$ cat config.mk
export PLATFORM = sky130hd
export DESIGN_NAME = heartbeat_timeout_table_unit_flat
export DESIGN_NICKNAME = d
export VERILOG_FILES = /design/src/sv/hbt_pkg.sv /design/src/sv/hbt_if.sv /design/src/sv/hbt_front.sv /design/src/sv/hbt_back.sv /design/src/sv/heartbeat_timeout_table_unit.sv /design/src/flat_wrapper.sv
export SDC_FILE = /design/constraint.sdc
export NUM_CORES = 2
export LEC_CHECK = 0
export BUFFER_PORTS_ARGS = -buffer_cell sky130_fd_sc_hd__buf_4
export CAP_MARGIN = 20
export CORE_AREA = 3 3 361 631
export DETAILED_ROUTE_END_ITERATION = 7
export DIE_AREA = 0 0 364 634
export PLACE_DENSITY = 0.68
export SLEW_MARGIN = 20
export SYNTH_ARGS = -nofsm -noshare
export SYNTH_HDL_FRONTEND = slang
export SYNTH_SLANG_ARGS = --single-unit
$ cat constraint.sdc
create_clock -name clk -period 10.02 [get_ports clk]
set_input_delay 2.004 -clock clk [delete_from_list [all_inputs] [get_ports clk]]
set_output_delay 2.004 -clock clk [all_outputs]
set_load 0.02 [all_outputs]
$ cat src/sv/hbt_pkg.sv
package hbt_pkg;

  localparam int ID_W    = 64;
  localparam int MS_W    = 32;
  localparam int LIMIT_W = 31;
  localparam int LIVE_W  = 5;

  typedef enum logic [1:0] {
    ACT_REGISTER   = 2'd0,
    ACT_UNREGISTER = 2'd1,
    ACT_ACTIVITY   = 2'd2,
    ACT_TICK       = 2'd3
  } action_t;

  typedef enum logic [1:0] {
    KIND_ACK     = 2'd0,
    KIND_EXPIRED = 2'd1,
    KIND_DONE    = 2'd2
  } kind_t;

  localparam logic REASON_HB_LOST = 1'b0;
  localparam logic REASON_IDLE    = 1'b1;

  localparam logic CFG_HEARTBEAT = 1'b0;
  localparam logic CFG_IDLE      = 1'b1;

  typedef struct packed {
    action_t          action;
    logic             is_tick;
    logic [ID_W-1:0]  conn_id;
    logic [MS_W-1:0]  now_ms;
  } item_t;

  typedef struct packed {
    logic  valid;
    item_t item;
  } item_head_t;

  typedef struct packed {
    kind_t             kind;
    logic [ID_W-1:0]   expired_id;
    logic              reason;
    logic              table_full;
    logic [LIVE_W-1:0] live_total;
    logic              last;
  } result_t;

endpackage

$ cat src/sv/hbt_if.sv
interface hbt_req_if;
  logic        valid;
  logic        ready;
  logic [1:0]  action;
  logic [63:0] conn_id;
  logic [31:0] now_ms;

  modport source (output valid, action, conn_id, now_ms, input ready);
  modport sink (input valid, action, conn_id, now_ms, output ready);
endinterface

interface hbt_rsp_if;
  logic        valid;
  logic        ready;
  logic [1:0]  kind;
  logic [63:0] expired_id;
  logic        reason;
  logic        table_full;
  logic [4:0]  live_total;
  logic        last;

  modport source (output valid, kind, expired_id, reason, table_full, live_total, last,
                  input ready);
  modport sink (input valid, kind, expired_id, reason, table_full, live_total, last,
                output ready);
endinterface

$ cat src/sv/hbt_front.sv
module hbt_front (
  input  logic                clk,
  input  logic                rst,
  hbt_req_if.sink             req,
  output hbt_pkg::item_head_t head,
  input  logic                pop
);
  import hbt_pkg::*;

  item_t      q [2];
  logic       wr_ptr;
  logic       rd_ptr;
  logic [1:0] fill;
  logic       push;
  item_t      incoming;

  assign req.ready = (fill != 2'd2);
  assign push      = req.valid && req.ready;

  always_comb begin
    incoming.action  = action_t'(req.action);
    incoming.is_tick = (req.action == ACT_TICK);
    incoming.conn_id = req.conn_id;
    incoming.now_ms  = req.now_ms;
  end

  always_ff @(posedge clk) begin
    if (rst) begin
      wr_ptr <= 1'b0;
      rd_ptr <= 1'b0;
      fill   <= 2'd0;
    end else begin
      if (push) wr_ptr <= ~wr_ptr;
      if (pop) rd_ptr <= ~rd_ptr;
      fill <= fill + {1'b0, push} - {1'b0, pop};
    end
  end

  always_ff @(posedge clk) begin
    if (push) q[wr_ptr] <= incoming;
  end

  assign head.valid = (fill != 2'd0);
  assign head.item  = q[rd_ptr];

endmodule

$ cat src/sv/hbt_back.sv
module hbt_back #(
  parameter int TABLE_DEPTH = 16
) (
  input  logic                         clk,
  input  logic                         rst,
  input  hbt_pkg::item_head_t          head,
  output logic                         pop,
  input  logic [hbt_pkg::LIMIT_W-1:0]  hb_limit,
  input  logic [hbt_pkg::LIMIT_W-1:0]  idle_limit,
  hbt_rsp_if.source                    rsp
);
  import hbt_pkg::*;

  localparam int IW = (TABLE_DEPTH > 1) ? $clog2(TABLE_DEPTH) : 1;
  localparam int CW = $clog2(TABLE_DEPTH + 1);
  localparam logic [IW-1:0] LAST_IDX = IW'(TABLE_DEPTH - 1);

  typedef enum logic [2:0] {
    S_IDLE = 3'b001,
    S_SCAN = 3'b010,
    S_DONE = 3'b100
  } state_t;

  state_t                 state, state_next;
  logic [TABLE_DEPTH-1:0] slot_valid, valid_next;
  logic [ID_W-1:0]        slot_id   [TABLE_DEPTH];
  logic [MS_W-1:0]        slot_last [TABLE_DEPTH];
  logic [CW-1:0]          live_cnt, live_next;
  logic [IW-1:0]          scan_idx, idx_next;
  logic [MS_W-1:0]        tick_now;
  result_t                res, res_next;
  logic                   out_valid;

  logic [TABLE_DEPTH-1:0] match, free, first_free, touch, alloc;
  logic                   out_free, emit;
  logic [MS_W-1:0]        diff;
  logic                   hb_exp, idle_exp, expire;

  function automatic logic [LIVE_W-1:0] live5(input logic [CW-1:0] n);
    logic [CW+LIVE_W-1:0] ext;
    ext = (CW+LIVE_W)'(n);
    return ext[LIVE_W-1:0];
  endfunction

  always_comb begin
    for (int i = 0; i < TABLE_DEPTH; i++) begin
      match[i] = slot_valid[i] && (slot_id[i] == head.item.conn_id);
    end
  end

  assign free       = ~slot_valid;
  assign first_free = free & (~free + TABLE_DEPTH'(1));
  assign out_free   = !out_valid || rsp.ready;

  assign diff     = tick_now - slot_last[scan_idx];
  assign hb_exp   = $signed(diff) > $signed({1'b0, hb_limit});
  assign idle_exp = (idle_limit != '0) && ($signed(diff) > $signed({1'b0, idle_limit}));
  assign expire   = slot_valid[scan_idx] && (hb_exp || idle_exp);

  always_comb begin
    state_next = state;
    valid_next = slot_valid;
    live_next  = live_cnt;
    idx_next   = scan_idx;
    touch      = '0;
    alloc      = '0;
    emit       = 1'b0;
    pop        = 1'b0;
    res_next   = '0;
    unique case (state)
      S_IDLE: begin
        if (head.valid && out_free) begin
          pop = 1'b1;
          if (head.item.is_tick) begin
            state_next = S_SCAN;
            idx_next   = '0;
          end else begin
            emit          = 1'b1;
            res_next.kind = KIND_ACK;
            res_next.last = 1'b1;
            case (head.item.action)
              ACT_REGISTER: begin
                if (|match) begin
                  touch = match;
                end else if (|free) begin
                  alloc      = first_free;
                  valid_next = slot_valid | first_free;
                  live_next  = live_cnt + CW'(1);
                end else begin
                  res_next.table_full = 1'b1;
                end
              end
              ACT_UNREGISTER: begin
                valid_next = slot_valid & ~match;
                if (|match) live_next = live_cnt - CW'(1);
              end
              ACT_ACTIVITY: touch = match;
              default: ;
            endcase
            res_next.live_total = live5(live_next);
          end
        end
      end
      S_SCAN: begin
        if (out_free) begin
          if (expire) begin
            valid_next[scan_idx] = 1'b0;
            live_next            = live_cnt - CW'(1);
            emit                 = 1'b1;
            res_next.kind        = KIND_EXPIRED;
            res_next.expired_id  = slot_id[scan_idx];
            res_next.reason      = hb_exp ? REASON_HB_LOST : REASON_IDLE;
            res_next.live_total  = live5(live_next);
          end
          if (scan_idx == LAST_IDX) state_next = S_DONE;
          else idx_next = scan_idx + IW'(1);
        end
      end
      S_DONE: begin
        if (out_free) begin
          emit                = 1'b1;
          res_next.kind       = KIND_DONE;
          res_next.live_total = live5(live_cnt);
          res_next.last       = 1'b1;
          state_next          = S_IDLE;
        end
      end
      default: state_next = S_IDLE;
    endcase
  end

  always_ff @(posedge clk) begin
    if (rst) begin
      state      <= S_IDLE;
      slot_valid <= '0;
      live_cnt   <= '0;
      scan_idx   <= '0;
      out_valid  <= 1'b0;
    end else begin
      state      <= state_next;
      slot_valid <= valid_next;
      live_cnt   <= live_next;
      scan_idx   <= idx_next;
      if (emit) out_valid <= 1'b1;
      else if (rsp.ready) out_valid <= 1'b0;
    end
  end

  always_ff @(posedge clk) begin
    if (emit) res <= res_next;
    if (pop && head.item.is_tick) tick_now <= head.item.now_ms;
    for (int i = 0; i < TABLE_DEPTH; i++) begin
      if (touch[i] || alloc[i]) slot_last[i] <= head.item.now_ms;
      if (alloc[i]) slot_id[i] <= head.item.conn_id;
    end
  end

  assign rsp.valid      = out_valid;
  assign rsp.kind       = res.kind;
  assign rsp.expired_id = res.expired_id;
  assign rsp.reason     = res.reason;
  assign rsp.table_full = res.table_full;
  assign rsp.live_total = res.live_total;
  assign rsp.last       = res.last;

endmodule

$ cat src/sv/heartbeat_timeout_table_unit.sv
// Channel  Dir  Payload                                                   Transfer
// req      in   action, conn_id, now_ms                                   valid & ready
// rsp      out  kind, expired_id, reason, table_full, live_total, last   valid & ready
// cfg      in   cfg_index, cfg_data                                       cfg_we
//
// Register, unregister and activity are handled in the table engine by a parallel id match.
// A tick scans one slot per cycle while the result register is free, then gives the finish result.
// A 2-entry input queue keeps req taking transfers, until it is full, while the engine works or rsp stalls.
// rsp stall holds the engine; the result register frees again on the transfer.
// Reset empties the table and the queue and loads the default limits.
module heartbeat_timeout_table_unit #(
  parameter int TABLE_DEPTH = 16
) (
  input  logic                        clk,
  input  logic                        rst,
  hbt_req_if.sink                     req,
  hbt_rsp_if.source                   rsp,
  input  logic                        cfg_we,
  input  logic                        cfg_index,
  input  logic [hbt_pkg::LIMIT_W-1:0] cfg_data
);
  import hbt_pkg::*;

  logic [LIMIT_W-1:0] hb_limit;
  logic [LIMIT_W-1:0] idle_limit;
  item_head_t         head;
  logic               pop;

  always_ff @(posedge clk) begin
    if (rst) begin
      hb_limit   <= LIMIT_W'(30000);
      idle_limit <= '0;
    end else if (cfg_we) begin
      unique case (cfg_index)
        CFG_HEARTBEAT: hb_limit   <= cfg_data;
        CFG_IDLE:      idle_limit <= cfg_data;
        default: ;
      endcase
    end
  end

  hbt_front u_front (
    .clk  (clk),
    .rst  (rst),
    .req  (req),
    .head (head),
    .pop  (pop)
  );

  hbt_back #(
    .TABLE_DEPTH (TABLE_DEPTH)
  ) u_back (
    .clk        (clk),
    .rst        (rst),
    .head       (head),
    .pop        (pop),
    .hb_limit   (hb_limit),
    .idle_limit (idle_limit),
    .rsp        (rsp)
  );

  a_full_is_ack: assert property (@(posedge clk) disable iff (rst)
    rsp.valid && rsp.table_full |-> (rsp.kind == KIND_ACK) && rsp.last)
    else $error("table_full on a non-acknowledge result");

  a_expired_not_last: assert property (@(posedge clk) disable iff (rst)
    rsp.valid && (rsp.kind == KIND_EXPIRED) |-> !rsp.last)
    else $error("expired record marked last");

  a_id_only_expired: assert property (@(posedge clk) disable iff (rst)
    rsp.valid && (rsp.kind != KIND_EXPIRED) |->
      (rsp.expired_id == '0) && (rsp.reason == REASON_HB_LOST))
    else $error("id or reason set outside an expired record");

  a_live_bound: assert property (@(posedge clk) disable iff (rst)
    rsp.valid |-> (7'(rsp.live_total) <= 7'(TABLE_DEPTH)))
    else $error("live count above table depth");

endmodule
$ cat src/flat_wrapper.sv
// flat-port wrapper written by rule: the top's interface ports become plain ports
module heartbeat_timeout_table_unit_flat import hbt_pkg::*;
#(
  parameter int TABLE_DEPTH = 16
)
  (clk, rst, cfg_we, cfg_index, cfg_data, req_valid, req_action, req_conn_id, req_now_ms, req_ready, rsp_valid, rsp_kind, rsp_expired_id, rsp_reason, rsp_table_full, rsp_live_total, rsp_last, rsp_ready);
  hbt_req_if req_i ();
  hbt_rsp_if rsp_i ();
  input  logic clk;
  input  logic rst;
  input  logic cfg_we;
  input  logic cfg_index;
  input  logic [hbt_pkg::LIMIT_W-1:0] cfg_data;
  input wire logic [$bits(req_i.valid)-1:0] req_valid;
  input wire logic [$bits(req_i.action)-1:0] req_action;
  input wire logic [$bits(req_i.conn_id)-1:0] req_conn_id;
  input wire logic [$bits(req_i.now_ms)-1:0] req_now_ms;
  output wire logic [$bits(req_i.ready)-1:0] req_ready;
  output wire logic [$bits(rsp_i.valid)-1:0] rsp_valid;
  output wire logic [$bits(rsp_i.kind)-1:0] rsp_kind;
  output wire logic [$bits(rsp_i.expired_id)-1:0] rsp_expired_id;
  output wire logic [$bits(rsp_i.reason)-1:0] rsp_reason;
  output wire logic [$bits(rsp_i.table_full)-1:0] rsp_table_full;
  output wire logic [$bits(rsp_i.live_total)-1:0] rsp_live_total;
  output wire logic [$bits(rsp_i.last)-1:0] rsp_last;
  input wire logic [$bits(rsp_i.ready)-1:0] rsp_ready;
  assign req_i.valid = req_valid;
  assign req_i.action = req_action;
  assign req_i.conn_id = req_conn_id;
  assign req_i.now_ms = req_now_ms;
  assign req_ready = req_i.ready;
  assign rsp_valid = rsp_i.valid;
  assign rsp_kind = rsp_i.kind;
  assign rsp_expired_id = rsp_i.expired_id;
  assign rsp_reason = rsp_i.reason;
  assign rsp_table_full = rsp_i.table_full;
  assign rsp_live_total = rsp_i.live_total;
  assign rsp_last = rsp_i.last;
  assign rsp_i.ready = rsp_ready;
  heartbeat_timeout_table_unit #(.TABLE_DEPTH(TABLE_DEPTH)) u_core (.clk(clk), .rst(rst), .req(req_i), .rsp(rsp_i), .cfg_we(cfg_we), .cfg_index(cfg_index), .cfg_data(cfg_data));
endmodule
==> reports/metrics.csv <==
stage,metric,value,unit
run_status,status,"finished, final reports clean",
clock_network,"Reg clk slew, reported paths",70,ps
yosys,top-count cell post-synth,edfxtp_1,
finish,fraction of final layout cells sized beyond drive strength 1,25.4,%
yosys,"Top FF cell, synth",edfxtp_1,
route,Routed Antenna Nets,0,
timing,Setup Skew,97.7,ps
critical_path,CP Capture Type,flop,
floorplan,die width,364,µm
route,DR DRC count,0,
global_routing,global-route wire length before repair,515,mm
timing,Peak Freq,0.115,GHz
global_routing,vias in the first global route,52800,
critical_path,CP bufs+invs,5,
finish,fin area,102000,µm²
clock_network,clk buf depth,4,
hold_path,hold crit path type,reg2reg,
finish,area delta synth->final,14.9,%
yosys,post-synthesis sequential area ratio,64.3,%
route,routed vias,53700,
yosys,Yosys top cell by area,edfxtp_1,
global_routing,M1 GR Usage,34.2,%
critical_path,critical path's top delay family,compound AO/OA/AOI/OAI gates,
critical_path,"Slowest-stage cell, CP",dfxtp_4,
yosys,synthesis-stage register bit count,1940,
critical_path,Worst EP arrival,9450,ps
route,Pre-antenna DRT Iters,6,
clock_network,hold_buf cts,0,
critical_path,Worst setup SP type,flop,
critical_path,flop2flop setup slack,1350,ps
global_routing,gr busiest metal,met2,
clock_network,"Clk Latency, worst-skew pair",920,ps
global_routing,total global routing track utilization,34.5,%
global_routing,pin count of the biggest net entering global routing,107,
critical_path,maximum fanout along the worst path,43,
timing,Fin Hold WS,460,ps
power,Max IR drop VDD,0.174,mV
timing,unrepaired setup endpoints after global routing,no,
timing,max_slew headroom,2.96,%
global_routing,global routing met3 resource utilization,7.65,%
global_routing,initial antenna violation count,52,
floorplan,die height,634,µm
global_routing,met2 Usage GRT,56.1,%
yosys,syn avg cell area,17.1,µm²
yosys,syn nets,5440,
clock_network,Clock Sinks,1940,
route,Routed WL per cell,45.8,µm
finish,FILL cells,19200,
critical_path,critical path type,reg2reg,
timing,Hold Fails Final Rpt,0,
clock_network,CTS tree,yes,
yosys,Mapped Area,89000,µm²
clock_network,H-tree level count,4,
place,# port buffers,210,
route,final wirelength,397,mm
floorplan,row count,229,
critical_path,Worst EP required,10800,ps
yosys,Synth Warn #,0,
timing,post-route minimum period,8670,ps
clock_network,postcts setup bufs,0,
yosys,largest cells by area after synthesis,"edfxtp_1 62%, mux4_2 12%, xnor2_1 10%",
route,number of vias per cell,6.20,
finish,final net count,5823,
yosys,Synth Instances,5202,
floorplan,core box area,223000,µm²
power,Pwr per Cell Area,242,nW/µm²
timing,Worst Tran Pin Value,1450,ps
clock_network,CTS Buf Count,193,
floorplan,io pins,211,
critical_path,CP max stage delay,790,ps
yosys,"top cells by count, synth","1840 x edfxtp_1, 1043 x xnor2_1, 484 x mux4_2",
route,drt initial violations,6633,
yosys,Async SR Flop Fraction,0,%
yosys,Synth top area share,62.0,%
global_routing,GRT overflow,0,
place,DP Wirelength,293,mm
yosys,post-synth cell types,65,
timing,final slew viol count,0,
place,Post-Place Cell Area,95300,µm²
floorplan,Die Area,231000,µm²
critical_path,Worst path depth,29,
power,leakage power,0.0313,µW
floorplan,Initial Util,40.0,%
clock_network,post-CTS sizing,0,
critical_path,end of the critical path,u_core.u_back.rsp.expired_id[53]$_SDFFCE_PP0P_,
timing,period utilisation layout,86.5,%
critical_path,R2R cell count,29,
timing,final setup fails,0,
yosys,number of flops mapped to enable cells by yosys,1840,
flow_run,Max Cap Violations,0,
critical_path,Crit Reg-Reg Endpoint,u_core.u_back.rsp.expired_id[53]$_SDFFCE_PP0P_,
place,gp weighted congestion,1.09,
clock_network,CTS root buffer,clkbuf_16,
[how the worst min path moves through the flow]
stage                                     startpoint                          endpoint  slack, ps  cells after the start
floorplan           u_core.hb_limit[11]$_SDFFE_PP0P_  u_core.hb_limit[11]$_SDFFE_PP0P_        440                      2
global placement    u_core.hb_limit[15]$_SDFFE_PP0P_  u_core.hb_limit[15]$_SDFFE_PP0P_        450                      2
detailed placement  u_core.hb_limit[29]$_SDFFE_PP0P_  u_core.hb_limit[29]$_SDFFE_PP0P_        450                      2
CTS                 u_core.hb_limit[29]$_SDFFE_PP0P_  u_core.hb_limit[29]$_SDFFE_PP0P_        460                      2
global route        u_core.hb_limit[15]$_SDFFE_PP0P_  u_core.hb_limit[15]$_SDFFE_PP0P_        480                      2
finish              u_core.hb_limit[29]$_SDFFE_PP0P_  u_core.hb_limit[29]$_SDFFE_PP0P_        460                      2
[report_power, final]
| part | switching, µW | internal, µW |
|---|---|---|
| Clock | 3320 | 4210 |
| Sequential | 222 | 9740 |
| Combinational | 5220 | 2010 |
| Total | 8760 | 16000 |
[final cells by class]
type | instances | area (µm²) | share of cell area [%]
timing repair buffer | 422 | 3480 | 3.40
sequential | 1940 | 57300 | 56.0
tap | 2887 | 3610 | 3.53
multi-input combinational | 2842 | 30800 | 30.1
inverter | 186 | 699 | 0.684
clock buffer | 229 | 5040 | 4.92
clock inverter | 121 | 1300 | 1.27
antenna | 45 | 113 | 0.110
[worst reg2reg max path, delay by kind of cell, from the launching register on]
family	cells	cell delay [ps]
AO/OA/AOI/OAI	12	2770
buffers and inverters	5	1590
adder cells (fa/ha/maj)	2	580
multiplexers	2	1090
AND/OR/NAND/NOR	7	1670
XOR/XNOR	1	130
flip-flops	1	790
[flip-flops by register name, summed over array words and instances, names as in the netlist, 2 cells and up, named ones only]
| register | count |
|---|---|
| u_core.hb_limit | 31 |
| u_core.idle_limit | 31 |
| u_core.u_back.live_cnt | 5 |
| u_core.u_back.rsp.expired_id | 64 |
| u_core.u_back.rsp.kind | 2 |
| u_core.u_back.rsp.live_total | 5 |
| u_core.u_back.scan_idx | 4 |
| u_core.u_back.slot_id | 1024 |
| u_core.u_back.slot_last | 512 |
| u_core.u_back.slot_valid | 16 |
| u_core.u_back.state | 3 |
| u_core.u_back.tick_now | 32 |
| u_core.u_front.fill | 2 |
| u_core.u_front.q | 198 |
[per-layer routing]
layer | vias to the layer above | share of wire (%)
li1 | 21100 | -
met1 | 28100 | 31
met2 | 3407 | 49
met3 | 1180 | 6.5
met4 | 8 | 14
met5 | - | 0.012
[cells by family after synthesis]
logic type	count (synthesis)	share of synthesized area (%)
DFF	1940	64.3
muxes	589	14.4
AOI/OAI and AO/OA	308	2.24
xor gates and xnor gates	1055	10.4
and+or+nand+nor	787	4.87
buffers and inverters	420	2.39
adders and majority gates	103	1.46
[metrics by stage]
| step | total power, µW | instances | setup slack, ps | setup TNS (ps) | utilization (%) |
|---|---|---|---|---|---|
| finish | 24700 | 8672 | 1350 | 0 | 46.0 |
| floorplan | 13500 | 5202 | -829 | -53080 | - |
| global route | 25100 | 8630 | 714 | 0 | 45.9 |
| CTS | 24500 | 8611 | 1220 | 0 | 45.6 |
| detailed placement | 17000 | 8261 | 1200 | 0 | 42.8 |
| global placement | 17000 | 8258 | 1300 | 0 | 42.8 |
[cell usage in the layout (no fill, tap or decap), types with 45 or more instances in the layout]
cell type,instances
nor4_1,237
nor4_2,46
mux2i_4,64
a21oi_1,129
edfxtp_1,1840
xnor2_2,57
xnor2_1,981
nand2_1,179
and2_1,70
clkbuf_16,195
dfxtp_1,95
inv_1,185
ha_1,102
buf_4,386
nor2_1,53
nand4_1,88
diode_2,45
mux4_2,484
Power figures use the tool's default switching activity.
